### config.mk
export PLATFORM = sky130hd
export DESIGN_NAME = wav_riff_header_parser_unit
export DESIGN_NICKNAME = d
export VERILOG_FILES = /design/src/wrp_pkg.sv /design/src/wrp_in_reg.sv /design/src/wrp_parse.sv /design/src/wrp_out_reg.sv /design/src/wav_riff_header_parser_unit.sv
export SDC_FILE = /design/constraint.sdc
export NUM_CORES = 1
export LEC_CHECK = 0
export BUFFER_PORTS_ARGS = -buffer_cell sky130_fd_sc_hd__buf_4
export CAP_MARGIN = 15
export CORE_AREA = 2 2 250 252
export DETAILED_ROUTE_END_ITERATION = 10
export DIE_AREA = 0 0 252 254
export HOLD_SLACK_MARGIN = 0.02
export SKIP_CTS_REPAIR_TIMING = 1
export SYNTH_ARGS = -nofsm -noshare
export SYNTH_HDL_FRONTEND = slang
export SYNTH_SLANG_ARGS = --single-unit
### constraint.sdc
create_clock -name clk -period 10.05 [get_ports clk]
set_input_delay 2.01 -clock clk [delete_from_list [all_inputs] [get_ports clk]]
set_output_delay 2.01 -clock clk [all_outputs]
set_load 0.01 [all_outputs]
### src/wrp_pkg.sv
// ----------------------------------------------------------------------------
// wrp_pkg
// Shared types and constants for the WAV RIFF header parser.
// ----------------------------------------------------------------------------
package wrp_pkg;

  // four-character chunk and form tags, first character in the top byte
  localparam logic [31:0] TAG_RIFF = 32'h5249_4646;
  localparam logic [31:0] TAG_RIFX = 32'h5249_4658;
  localparam logic [31:0] TAG_WAVE = 32'h5741_5645;
  localparam logic [31:0] TAG_FMT  = 32'h666D_7420;
  localparam logic [31:0] TAG_DATA = 32'h6461_7461;

  // parse ends at a chunk boundary with this many body bytes left or fewer
  localparam logic [31:0] MIN_LEFT = 32'd8;

  // byte kind codes
  localparam logic [1:0] KIND_HDR    = 2'd0;
  localparam logic [1:0] KIND_SAMPLE = 2'd1;
  localparam logic [1:0] KIND_DONE   = 2'd2;
  localparam logic [1:0] KIND_ERR    = 2'd3;

  // error codes
  localparam logic [1:0] ERR_NONE    = 2'd0;
  localparam logic [1:0] ERR_MAGIC   = 2'd1;
  localparam logic [1:0] ERR_FORM    = 2'd2;
  localparam logic [1:0] ERR_HEADER  = 2'd3;

  // one result item
  typedef struct packed {
    logic [1:0]  byte_kind;
    logic [1:0]  error_code;
    logic [7:0]  sample_byte;
    logic [15:0] audio_format;
    logic [15:0] channel_count;
    logic [31:0] sample_rate;
    logic [31:0] bytes_per_sec;
    logic [15:0] bits_per_sample;
    logic [31:0] data_size;
    logic        big_endian;
    logic        header_valid;
  } wrp_res_t;

  // one input item
  typedef struct packed {
    logic [7:0] data_byte;
    logic       file_start;
  } wrp_item_t;

endpackage

### src/wrp_in_reg.sv
// ----------------------------------------------------------------------------
// wrp_in_reg
// Input register: holds one byte until the parser can take it.
// ----------------------------------------------------------------------------
module wrp_in_reg
  import wrp_pkg::*;
(
  input  logic      clk,
  input  logic      rst_n,
  input  logic      in_valid,
  output logic      in_stall,
  input  wrp_item_t in_item,
  input  logic      take,
  output logic      held_valid,
  output wrp_item_t held_item
);

  logic      vld_r;
  wrp_item_t item_r;

  // stall only while a held item is not consumed this cycle
  assign in_stall   = vld_r && !take;
  assign held_valid = vld_r;
  assign held_item  = item_r;

  // valid flag
  always_ff @(posedge clk) begin
    if (!rst_n) begin
      vld_r <= 1'b0;
    end else if (!in_stall) begin
      vld_r <= in_valid;
    end
  end

  // payload
  always_ff @(posedge clk) begin
    if (!in_stall && in_valid) begin
      item_r <= in_item;
    end
  end

endmodule

### src/wrp_parse.sv
// ----------------------------------------------------------------------------
// wrp_parse
// Parser state and per-byte step logic: magic, RIFF size, form, chunk walk.
// ----------------------------------------------------------------------------
module wrp_parse
  import wrp_pkg::*;
(
  input  logic      clk,
  input  logic      rst_n,
  input  logic      go,
  input  wrp_item_t item,
  output wrp_res_t  res
);

  // parse phases
  localparam logic [2:0] PH_MAGIC = 3'd0;
  localparam logic [2:0] PH_RSIZE = 3'd1;
  localparam logic [2:0] PH_FORM  = 3'd2;
  localparam logic [2:0] PH_CID   = 3'd3;
  localparam logic [2:0] PH_CSIZE = 3'd4;
  localparam logic [2:0] PH_BODY  = 3'd5;
  localparam logic [2:0] PH_OK    = 3'd6;
  localparam logic [2:0] PH_ERR   = 3'd7;

  logic [2:0]  phase_r,  phase_nxt;
  logic [2:0]  fbc_r,    fbc_nxt;
  logic [31:0] acc_r,    acc_nxt;
  logic [31:0] tag_r,    tag_nxt;
  logic [32:0] cbl_r,    cbl_nxt;
  logic [31:0] rbl_r,    rbl_nxt;
  logic [4:0]  foff_r,   foff_nxt;
  logic [15:0] afmt_r,   afmt_nxt;
  logic [15:0] chan_r,   chan_nxt;
  logic [31:0] srate_r,  srate_nxt;
  logic [31:0] brate_r,  brate_nxt;
  logic [15:0] bps_r,    bps_nxt;
  logic [31:0] dlen_r,   dlen_nxt;
  logic        endian_r, endian_nxt;
  logic        dseen_r,  dseen_nxt;
  logic [1:0]  err_r,    err_nxt;

  logic [1:0]  kind;
  logic [7:0]  sample;
  logic        at_bound;
  logic [7:0]  b;

  assign b = item.data_byte;

  // one byte step
  always_comb begin
    logic [31:0] num_acc;
    logic [4:0]  off;
    logic [31:0] sz;

    // start of a new file clears everything before the byte is used
    if (item.file_start) begin
      phase_nxt  = PH_MAGIC;
      fbc_nxt    = '0;
      acc_nxt    = '0;
      tag_nxt    = '0;
      cbl_nxt    = '0;
      rbl_nxt    = '0;
      foff_nxt   = '0;
      afmt_nxt   = '0;
      chan_nxt   = '0;
      srate_nxt  = '0;
      brate_nxt  = '0;
      bps_nxt    = '0;
      dlen_nxt   = '0;
      endian_nxt = 1'b0;
      dseen_nxt  = 1'b0;
      err_nxt    = ERR_NONE;
    end else begin
      phase_nxt  = phase_r;
      fbc_nxt    = fbc_r;
      acc_nxt    = acc_r;
      tag_nxt    = tag_r;
      cbl_nxt    = cbl_r;
      rbl_nxt    = rbl_r;
      foff_nxt   = foff_r;
      afmt_nxt   = afmt_r;
      chan_nxt   = chan_r;
      srate_nxt  = srate_r;
      brate_nxt  = brate_r;
      bps_nxt    = bps_r;
      dlen_nxt   = dlen_r;
      endian_nxt = endian_r;
      dseen_nxt  = dseen_r;
      err_nxt    = err_r;
    end

    kind     = KIND_HDR;
    sample   = '0;
    at_bound = 1'b0;
    off      = foff_nxt;
    sz       = '0;

    // number accumulation in file byte order
    if (endian_nxt) begin
      num_acc = {acc_nxt[23:0], b};
    end else begin
      num_acc = acc_nxt | ({24'd0, b} << {fbc_nxt[1:0], 3'b000});
    end

    unique case (phase_nxt)
      PH_MAGIC: begin
        tag_nxt = {tag_nxt[23:0], b};
        fbc_nxt = fbc_nxt + 3'd1;
        if (fbc_nxt >= 3'd4) begin
          if (tag_nxt == TAG_RIFF || tag_nxt == TAG_RIFX) begin
            endian_nxt = (tag_nxt == TAG_RIFX);
            phase_nxt  = PH_RSIZE;
            acc_nxt    = '0;
            fbc_nxt    = '0;
          end else begin
            err_nxt   = ERR_MAGIC;
            phase_nxt = PH_ERR;
            kind      = KIND_ERR;
          end
        end
      end
      PH_RSIZE: begin
        acc_nxt = num_acc;
        fbc_nxt = fbc_nxt + 3'd1;
        if (fbc_nxt >= 3'd4) begin
          rbl_nxt   = (acc_nxt >= 32'd4) ? acc_nxt - 32'd4 : 32'd0;
          tag_nxt   = '0;
          acc_nxt   = '0;
          fbc_nxt   = '0;
          phase_nxt = PH_FORM;
        end
      end
      PH_FORM: begin
        tag_nxt = {tag_nxt[23:0], b};
        fbc_nxt = fbc_nxt + 3'd1;
        if (fbc_nxt >= 3'd4) begin
          if (tag_nxt == TAG_WAVE) begin
            at_bound = 1'b1;
          end else begin
            err_nxt   = ERR_FORM;
            phase_nxt = PH_ERR;
            kind      = KIND_ERR;
          end
        end
      end
      PH_CID: begin
        if (rbl_nxt != '0) rbl_nxt = rbl_nxt - 32'd1;
        tag_nxt = {tag_nxt[23:0], b};
        fbc_nxt = fbc_nxt + 3'd1;
        if (fbc_nxt >= 3'd4) begin
          acc_nxt   = '0;
          fbc_nxt   = '0;
          phase_nxt = PH_CSIZE;
        end
      end
      PH_CSIZE: begin
        if (rbl_nxt != '0) rbl_nxt = rbl_nxt - 32'd1;
        acc_nxt = num_acc;
        fbc_nxt = fbc_nxt + 3'd1;
        if (fbc_nxt >= 3'd4) begin
          sz      = acc_nxt;
          // body length rounded up to even for the pad byte
          cbl_nxt = {1'b0, sz} + {32'd0, sz[0]};
          if (tag_nxt == TAG_DATA) begin
            dlen_nxt  = sz;
            dseen_nxt = 1'b1;
          end
          foff_nxt = '0;
          acc_nxt  = '0;
          fbc_nxt  = '0;
          if (cbl_nxt == '0) begin
            at_bound = 1'b1;
          end else begin
            phase_nxt = PH_BODY;
          end
        end
      end
      PH_BODY: begin
        if (rbl_nxt != '0) rbl_nxt = rbl_nxt - 32'd1;
        if (tag_nxt == TAG_DATA) begin
          // pad byte of an odd-sized data chunk is not a sample
          if (cbl_nxt > {32'd0, dlen_nxt[0]}) begin
            kind   = KIND_SAMPLE;
            sample = b;
          end
        end else if (tag_nxt == TAG_FMT) begin
          if (off < 5'd16) begin
            acc_nxt  = num_acc;
            fbc_nxt  = fbc_nxt + 3'd1;
            foff_nxt = off + 5'd1;
            // field ends: latch and restart the accumulator
            unique case (off)
              5'd1:  afmt_nxt  = acc_nxt[15:0];
              5'd3:  chan_nxt  = acc_nxt[15:0];
              5'd7:  srate_nxt = acc_nxt;
              5'd11: brate_nxt = acc_nxt;
              5'd15: bps_nxt   = acc_nxt[15:0];
              default: ;
            endcase
            if (off == 5'd1 || off == 5'd3 || off == 5'd7 || off == 5'd11 ||
                off == 5'd13 || off == 5'd15) begin
              acc_nxt = '0;
              fbc_nxt = '0;
            end
          end
        end
        cbl_nxt = cbl_nxt - 33'd1;
        if (cbl_nxt == '0) at_bound = 1'b1;
      end
      PH_ERR: begin
        kind = KIND_ERR;
      end
      default: begin
        phase_nxt = PH_OK;
      end
    endcase

    // chunk boundary: next chunk or end of parse
    if (at_bound) begin
      if (rbl_nxt > MIN_LEFT) begin
        phase_nxt = PH_CID;
        tag_nxt   = '0;
        acc_nxt   = '0;
        fbc_nxt   = '0;
      end else if (dlen_nxt == '0 || srate_nxt == '0) begin
        err_nxt   = ERR_HEADER;
        phase_nxt = PH_ERR;
        kind      = KIND_ERR;
      end else begin
        phase_nxt = PH_OK;
        kind      = KIND_DONE;
      end
    end
  end

  // state registers
  always_ff @(posedge clk) begin
    if (!rst_n) begin
      phase_r  <= PH_MAGIC;
      fbc_r    <= '0;
      acc_r    <= '0;
      tag_r    <= '0;
      cbl_r    <= '0;
      rbl_r    <= '0;
      foff_r   <= '0;
      afmt_r   <= '0;
      chan_r   <= '0;
      srate_r  <= '0;
      brate_r  <= '0;
      bps_r    <= '0;
      dlen_r   <= '0;
      endian_r <= 1'b0;
      dseen_r  <= 1'b0;
      err_r    <= ERR_NONE;
    end else if (go) begin
      phase_r  <= phase_nxt;
      fbc_r    <= fbc_nxt;
      acc_r    <= acc_nxt;
      tag_r    <= tag_nxt;
      cbl_r    <= cbl_nxt;
      rbl_r    <= rbl_nxt;
      foff_r   <= foff_nxt;
      afmt_r   <= afmt_nxt;
      chan_r   <= chan_nxt;
      srate_r  <= srate_nxt;
      brate_r  <= brate_nxt;
      bps_r    <= bps_nxt;
      dlen_r   <= dlen_nxt;
      endian_r <= endian_nxt;
      dseen_r  <= dseen_nxt;
      err_r    <= err_nxt;
    end
  end

  // result of this byte
  always_comb begin
    res.byte_kind       = kind;
    res.error_code      = err_nxt;
    res.sample_byte     = sample;
    res.audio_format    = afmt_nxt;
    res.channel_count   = chan_nxt;
    res.sample_rate     = srate_nxt;
    res.bytes_per_sec   = brate_nxt;
    res.bits_per_sample = bps_nxt;
    res.data_size       = dlen_nxt;
    res.big_endian      = endian_nxt;
    res.header_valid    = dseen_nxt;
  end

endmodule

### src/wrp_out_reg.sv
// ----------------------------------------------------------------------------
// wrp_out_reg
// Result register: holds one result item until the receiver takes it.
// ----------------------------------------------------------------------------
module wrp_out_reg
  import wrp_pkg::*;
(
  input  logic     clk,
  input  logic     rst_n,
  input  logic     held_valid,
  input  wrp_res_t res,
  output logic     take,
  output logic     out_valid,
  input  logic     out_stall,
  output wrp_res_t out_res
);

  logic     vld_r;
  wrp_res_t res_r;

  // load when empty or when the current item leaves this cycle
  assign take      = held_valid && (!vld_r || !out_stall);
  assign out_valid = vld_r;
  assign out_res   = res_r;

  // valid flag
  always_ff @(posedge clk) begin
    if (!rst_n) begin
      vld_r <= 1'b0;
    end else if (take) begin
      vld_r <= 1'b1;
    end else if (!out_stall) begin
      vld_r <= 1'b0;
    end
  end

  // payload
  always_ff @(posedge clk) begin
    if (take) begin
      res_r <= res;
    end
  end

endmodule

### src/wav_riff_header_parser_unit.sv
// ----------------------------------------------------------------------------
// wav_riff_header_parser_unit
// Byte-stream WAV header parser: checks RIFF/RIFX and WAVE, walks chunks,
// extracts fmt fields and marks data chunk bytes as samples.
// ----------------------------------------------------------------------------
//  channel | ports                                  | direction
//  --------+----------------------------------------+----------
//  input   | in_valid, in_stall, in_data_byte,      | in
//          | in_file_start                          |
//  result  | out_valid, out_stall, out_byte_kind .. | out
//          | out_header_valid                       |
//
//  One result item per input item. An item waits in the input register and
//  is stepped through the parser into the result register; one item is
//  taken every cycle while the result side does not stall.
//  The rate is set by the single step of the parser state registers.
//  Reset (rst_n low, synchronous) empties both registers and returns the
//  parser to the magic phase. A stall on the result side holds the result
//  register and then the input register.
// ----------------------------------------------------------------------------
module wav_riff_header_parser_unit
  import wrp_pkg::*;
(
  input  logic        clk,
  input  logic        rst_n,
  input  logic        in_valid,
  output logic        in_stall,
  input  logic [7:0]  in_data_byte,
  input  logic        in_file_start,
  output logic        out_valid,
  input  logic        out_stall,
  output logic [1:0]  out_byte_kind,
  output logic [1:0]  out_error_code,
  output logic [7:0]  out_sample_byte,
  output logic [15:0] out_audio_format,
  output logic [15:0] out_channel_count,
  output logic [31:0] out_sample_rate,
  output logic [31:0] out_bytes_per_sec,
  output logic [15:0] out_bits_per_sample,
  output logic [31:0] out_data_size,
  output logic        out_big_endian,
  output logic        out_header_valid
);

  wrp_item_t in_item;
  wrp_item_t held_item;
  logic      held_valid;
  logic      take;
  wrp_res_t  res;
  wrp_res_t  out_res;

  assign in_item.data_byte  = in_data_byte;
  assign in_item.file_start = in_file_start;

  // input register
  wrp_in_reg u_in (
    .clk        (clk),
    .rst_n      (rst_n),
    .in_valid   (in_valid),
    .in_stall   (in_stall),
    .in_item    (in_item),
    .take       (take),
    .held_valid (held_valid),
    .held_item  (held_item)
  );

  // parser
  wrp_parse u_parse (
    .clk   (clk),
    .rst_n (rst_n),
    .go    (take),
    .item  (held_item),
    .res   (res)
  );

  // result register
  wrp_out_reg u_out (
    .clk        (clk),
    .rst_n      (rst_n),
    .held_valid (held_valid),
    .res        (res),
    .take       (take),
    .out_valid  (out_valid),
    .out_stall  (out_stall),
    .out_res    (out_res)
  );

  // result fields
  assign out_byte_kind       = out_res.byte_kind;
  assign out_error_code      = out_res.error_code;
  assign out_sample_byte     = out_res.sample_byte;
  assign out_audio_format    = out_res.audio_format;
  assign out_channel_count   = out_res.channel_count;
  assign out_sample_rate     = out_res.sample_rate;
  assign out_bytes_per_sec   = out_res.bytes_per_sec;
  assign out_bits_per_sample = out_res.bits_per_sample;
  assign out_data_size       = out_res.data_size;
  assign out_big_endian      = out_res.big_endian;
  assign out_header_valid    = out_res.header_valid;

endmodule

## After elaboration in Yosys (flattened, before gate mapping)

Cells that the tools add are included.

- Flip-flop bits (word level): 457

- Add/subtract/negate cells: 6
- Magnitude comparators: 5
- Equal/unequal tests: 18
- Shifts and indexed selects: 1
- Mux-type cells: 125
- Bitwise gates (word level): 1
- Reductions and logical operators: 27

Operator list:

| cell | count |
|---|---|
| 32-bit 2-to-1 mux | 36 |
| 16-bit 2-to-1 mux | 18 |
| 32-bit by 31-bit equality test with 1-bit output (second input constant) | 5 |
| 32-bit case mux with 2 select lines | 2 |
| 32-bit case mux with 4 select lines | 1 |
| 33-bit zero test | 2 |
| 33-bit 2-to-1 mux | 2 |
| 33-bit case mux with 2 select lines | 1 |
| 32-bit zero test | 2 |
| 3-bit 2-to-1 mux | 21 |
| 32-bit by 1-bit adder with 33-bit output | 1 |
| 33-bit by 1-bit greater-than comparator with 1-bit output | 1 |
| 33-bit by 1-bit subtractor with 33-bit output (second input constant) | 1 |
| 32-bit by 3-bit >= comparator with 1-bit output (second input constant) | 1 |
| 32-bit by 4-bit greater-than comparator with 1-bit output (second input constant) | 1 |
| 32-bit bitwise OR | 1 |
| 32-bit nonzero test | 1 |
| 8-bit by 5-bit << shifter with 32-bit output | 1 |
| 32-bit by 1-bit subtractor with 32-bit output (second input constant) | 1 |
| 32-bit by 3-bit subtractor with 32-bit output (second input constant) | 1 |
| 2-bit 2-to-1 mux | 15 |
| 5-bit 2-to-1 mux | 5 |
| 1-bit 2-to-1 mux | 18 |
| 3-bit case mux with 6 select lines | 1 |
| 24 further kinds | 44 |

## Logic depth before layout (Yosys ltp)

- Word-level depth: 14
- Gate-level depth with buffers: 25
- Mapped depth without buffers: 16

## Modules after synthesis

Synthesis repeated with hierarchy kept, for this count alone.

- Cell total of the unflattened synthesis: 3018
- Area, all modules: 25314.3 µm²

Modules (own cells, without submodules):

| module | times used | cells an instance | area each (µm²) | seq. area each (µm²) |
|---|---|---|---|---|
| wrp_parse | 1 | 2843 | 20213.1 | 5765.5 |
| wrp_out_reg | 1 | 162 | 4783.3 | 4764.6 |
| wrp_in_reg | 1 | 13 | 317.8 | 290.3 |

## Worst setup path before layout

Ideal clock, no wire load.

- Path kind: input-to-reg
- Start point: input out_stall
- End point: register u_out.res_r (netlist bit u_out.out_res[0]), enable pin
- Setup time: 584 ps
- Arrival: 7418 ps
- Slack: 2048 ps
- Cell stages on the path: 6
- Buffers on the path: 3
- Cell sequence: nand2_1 nand2_1 inv_2 clkbuf_1 clkbuf_1 clkbuf_1

- Word-level cells in the longest chain between the ends: 3

Ends and longest elaborated chain:

| item | RTL line | RTL |
|---|---|---|
| from (decl) | wav_riff_header_parser_unit.sv:31 | `input logic out_stall,` |
| 1-bit zero test | wrp_out_reg.sv:22 | `assign take = held_valid && (!vld_r \|\| !out_stall);` |
| 1-bit logical OR | wrp_out_reg.sv:22 |  |
| 1-bit logical AND | wrp_out_reg.sv:22 |  |
| net take | wav_riff_header_parser_unit.sv:48 | `logic take;` |
| to (signal assigned) | wrp_out_reg.sv:40 | `res_r <= res;` |
| to (decl) | wrp_out_reg.sv:19 | `wrp_res_t res_r;` |

The timed path passes the listed nets, and every way through them passes these cells.
A chain may end at the register's enable or synchronous reset.

## Final worst setup path

- Start point: register u_parse.endian_r
- End point: register u_parse.acc_r[17]

- Word-level cells in the longest chain between the ends: 9
- Elaborated cells between the ends (all ways): 21

Ends and longest elaborated chain:

| item | RTL line | RTL |
|---|---|---|
| from (decl) | wrp_parse.sv:38 | `logic endian_r, endian_nxt;` |
| from (signal assigned) | wrp_parse.sv:269 | `endian_r <= endian_nxt;` |
| 1-bit 2-to-1 mux (*) | wrp_parse.sv:56 | `if (item.file_start) begin` |
| 32-bit 2-to-1 mux (*) | wrp_parse.sv:99 | `if (endian_nxt) begin` |
| 32-bit by 3-bit subtractor with 32-bit output (tied with other cells) | wrp_parse.sv:126 | `rbl_nxt = (acc_nxt >= 32'd4) ? acc_nxt - 32'd4 : 32'd0;` |
| 32-bit 2-to-1 mux (on tied branches) | wrp_parse.sv:126, wrp_parse.sv:187 |  |
| 32-bit 2-to-1 mux (on tied branches) | wrp_parse.sv:125, wrp_parse.sv:186 |  |
| 32-bit case mux with 2 select lines / 32-bit 2-to-1 mux (equally long branches) | wrp_parse.sv:105, wrp_parse.sv:180 |  |
| 32-bit by 4-bit greater-than comparator with 1-bit output / 32-bit case mux with 4 select lines (equally long branches) | wrp_parse.sv:220, wrp_parse.sv:105 |  |
| 32-bit 2-to-1 mux | wrp_parse.sv:220 | `if (rbl_nxt > MIN_LEFT) begin` |
| 32-bit 2-to-1 mux (*) | wrp_parse.sv:219 | `if (at_bound) begin` |
| to (signal assigned) | wrp_parse.sv:258 | `acc_r <= acc_nxt;` |
| to (decl) | wrp_parse.sv:27 | `logic [31:0] acc_r, acc_nxt;` |

Every way passes the cells marked *; elsewhere a longest branch is shown, timed or not.

==> metrics.md <==
| Metric | Value |
|---|---|
| Outcome | `finished, final reports clean` |
| Share of the synthesized area in the top cell type | `a little under a quarter` |
| Clock power frac | `44.1%` |
| Final Util | `46.8%` |
| Syn Inst Count | `2993` |
| Fraction of layout instances using a drive strength above 1 | `13.5%` |
| Post-layout min period | `6.18 ns` |
| Req. time, crit path | `10.57 ns` |
| Avg Cell Area, Syn | `~8.3 um^2` |
| Max frequency | `162 MHz` |
| Maximum VDD drop | `0.142 mV` |
| Total power | `4730 uW` |
| Sw Ratio | `about 28%` |
| Syn_nets | `3018` |
| Drt drc | `0` |
| Hpwl dp | `67.2 mm` |
| Final instance area | `28600 um^2` |
| Largest net degree at the start of global routing | `between 200 and 250` |
| Final wirelength | `~100 mm` |
| Crit path max-delay family | `compound AO/OA/AOI/OAI gates` |
| Initial Util | `40.7%` |
| DR vias | `approximately 25000` |
| Global Route Usage Sum | `29.8%` |
| Final Cycle Share | `between 60% and 70%` |
| I/O pin count | `173` |
| Slew Limit Fails | `0` |
| Row count | `91` |
| Gpl congestion | `0.962` |
| Root Buffer | `clkbuf_16` |
| Initial antenna violation count | `7` |
| Clk slew on worst S/H paths | `0.06 ns` |
| Placed cell area | `26700 um^2` |
| Synth cell count leaders | `nand2_1 (371), nor2_1 (333), dfxtp_1 (290), a21oi_1 (241), o21ai_0 (210)` |
| Initial DRC count | `3281` |
| Worst-path cell chain | `buf_4 -> or2_1 -> o21ai_1 -> and2_0 -> inv_1 -> ha_1 -> nand2_1 -> a21oi_1 -> nand2_1 -> xnor2_1 -> nor4b_1 -> o2111ai_2 -> nor4_4 -> a21oi_4 -> a21oi_4 -> o21ai_4 -> a32o_1` |
| Pint | `3410 uW` |
| WL/cell | `25.5 um` |
| Clk_lat worst skew | `0.64 ns` |
| Post-synth EDFFs | `167` |
| Clock Sinks | `457` |
| Post-synth ARST share | `0%` |
| CTS Buf Count | `52` |
| Worst reg2reg path depth | `17` |
| Unrepaired setup endpoints after global routing | `false` |
| Hold Crit Class | `reg2reg` |
| Sequential share of power | `43.1%` |
| Seq/Total Area, Yosys | `43.4%` |
| Die W | `252 um` |
| Setup_tns | `0 ns` |
| FILL cells | `5917` |
| CTS tree | `done` |
| Pre-antenna DRT Iters | `6` |
| GRT overflow | `0` |
| H-tree lvl count | `2` |
| Seq cells post-synth | `457` |
| Worst path bufs/invs | `2` |
| Final hold vios | `0` |
| Clk_skew | `0.0434 ns` |
| Delay of the slowest critical-path stage | `0.60 ns` |
| Distinct cells, synth | `105` |
| Crit path arrival time | `6.69 ns` |
| CP Class | `reg2reg` |
| Leak | `roughly 0.0097 uW` |
| Worst setup SP type | `flop` |
| Final ANT Viol Nets | `0` |
| Worst path depth | `17` |
| Crit-path slowest cell | `nor4b_1` |
| Rel. slew slack | `around a fifth` |
| Gate power share | `12.8%` |
| Reg area | `10800 um^2` |
| Die area | `64000 um^2` |
| Layout Nets | `3061` |
| DR vias/cell | `between 6 and 7` |
| Area leader, netlist | `dfxtp_1` |
| WHS Path Cells | `2` |
| Area of the mapped netlist | `25000 um^2` |
| Syn-to-layout area delta | `14.8%` |
| Placeable Area | `61300 um^2` |
| Hold slack | `~0.46 ns` |
| Sw Pwr | `1330 uW` |
| Most used DFF post-synth | `dfxtp_1` |
| Vias in the first global route | `22736` |
| Area occupied by multi-input gates | `12900 um^2` |
| Global-route wire length before repair | `roughly 150 mm` |
| Die height | `254 um` |
| Max cap viols | `0` |
| Power Density | `165 nW/um^2` |
| Setup violators final | `0` |
| CTS Buffer Depth | `3` |
| PortBufs | `172` |
| Synth warnings | `0` |
| Top post-synthesis cells by area | `dfxtp_1 (23%), edfxtp_1 (20%), nand2_1 (5.6%)` |
| Worst setup EP type | `flop` |
| Count leader, synth | `nand2_1` |
| Critical path peak fanout | `62` |
| Slew of the pin with the lowest slew margin | `1.21 ns` |
-- registers in the layout, indices dropped and copies added (netlist names), 2 cells and up --
signal           cells
u_in.held_item       9
u_parse.srate_r     32
u_parse.fbc_r        3
u_parse.afmt_r      16
u_parse.tag_r       32
u_parse.phase_r      3
u_parse.dlen_r      32
u_parse.cbl_r       33
u_parse.err_r        2
u_parse.rbl_r       32
u_parse.brate_r     32
u_parse.chan_r      16
u_parse.acc_r       32
u_out.out_res      158
u_parse.foff_r       5
u_parse.bps_r       16
-- worst reg2reg max path, stage by stage (launching register included) --
cell and delay (ns):
dfxtp_2 0.31, buf_4 0.55, or2_1 0.49, o21ai_1 0.16, and2_0 0.40, inv_1 0.38, ha_1 0.33, nand2_1 0.08
a21oi_1 0.54, nand2_1 0.15, xnor2_1 0.31, nor4b_1 0.61, o2111ai_2 0.27, nor4_4 0.26, a21oi_4 0.15, a21oi_4 0.37
o21ai_4 0.34, a32o_1 0.39
-- power groups by stage --
stage	combinational, uW	clock (uW)	sequential (uW)
floorplan	367	0	2070
global placement	586	0	2080
detailed placement	589	0	2080
CTS	591	2110	2040
global route	648	2200	2050
finish	607	2090	2040
-- cell type report --
cell class | count | share of cell area [%]
timing repair buffer | 240 | 6.38
sequential | 457 | 37.8
multi-input combinational | 2239 | 45.1
clock inverter | 36 | 1.69
antenna | 1 | 0.00874
inverter | 46 | 0.664
clock buffer | 62 | 4.96
tap | 790 | 3.45
-- cell families after synthesis --
group                    Yosys count  share of synthesized area [%]
AND/OR/NAND/NOR                 1286                           25.2
AO/OA/AOI/OAI                    863                           22.9
flip-flops                       457                           43.4
buffers and inverters            297                           5.11
XOR/XNOR                          66                           2.32
multiplexers                      12                          0.496
adder cells (fa/ha/maj)           12                          0.602
-- per-layer routing --
metal | vias up | wire [um] | track usage [%]
met1 | 11979 | 41500 | 40.4
met2 | 1250 | 44000 | 46.3
met3 | 249 | 8120 | 5.06
li1 | 11112 | - | -
met5 | - | 31 | 0
met4 | 4 | 5020 | 14.3
-- stage by stage --
step | std cells | worst slack (ns)
2_1_floorplan | 2993 | 2.05
3_3_place_gp | 3767 | 3.99
3_5_place_dp | 3767 | 3.81
4_1_cts | 3865 | 3.79
5_1_grt | 3870 | 3.61
6_report | 3871 | 3.87
-- cells in the final DEF (no fill, tap or decap), types with 10 or more instances in the layout --
| cell | n |
|---|---|
| or3_1 | 24 |
| edfxtp_1 | 167 |
| o21a_1 | 13 |
| nand2_1 | 369 |
| a21o_1 | 10 |
| nand3b_1 | 15 |
| nor4b_1 | 16 |
| a311oi_1 | 14 |
| and3_1 | 16 |
| clkinv_2 | 12 |
| a211oi_1 | 33 |
| inv_1 | 41 |
| nand2b_1 | 17 |
| xor2_1 | 11 |
| nand3_1 | 138 |
| nor2b_1 | 24 |
| clkbuf_16 | 54 |
| nor3_1 | 128 |
| nor2_1 | 332 |
| nor3b_1 | 13 |
| o31ai_1 | 12 |
| o211a_1 | 12 |
| ha_1 | 12 |
| o21ai_0 | 210 |
| a31oi_1 | 54 |
| buf_4 | 236 |
| a32o_1 | 62 |
| or4_1 | 18 |
| and2_1 | 33 |
| o22ai_1 | 19 |
| a21oi_1 | 240 |
| dfxtp_1 | 289 |
| a22oi_1 | 36 |
| nand4_1 | 29 |
| o211ai_1 | 17 |
| xnor2_1 | 55 |
| nor4_1 | 44 |
| o21ai_1 | 12 |
-- path summary, 6_finish.rpt --
check / from / to / slack, ns
max: u_parse.endian_r$_SDFFE_PN0P_ / u_parse.acc_r[17]$_SDFFE_PN0P_ / 3.87
min: u_parse.brate_r[2]$_SDFFE_PN0P_ / u_parse.brate_r[2]$_SDFFE_PN0P_ / 0.46
max reg2reg: u_parse.endian_r$_SDFFE_PN0P_ / u_parse.acc_r[17]$_SDFFE_PN0P_ / 3.87
min reg2reg: u_parse.brate_r[2]$_SDFFE_PN0P_ / u_parse.brate_r[2]$_SDFFE_PN0P_ / 0.46
Note: power is estimated with default switching activity, not from simulation.
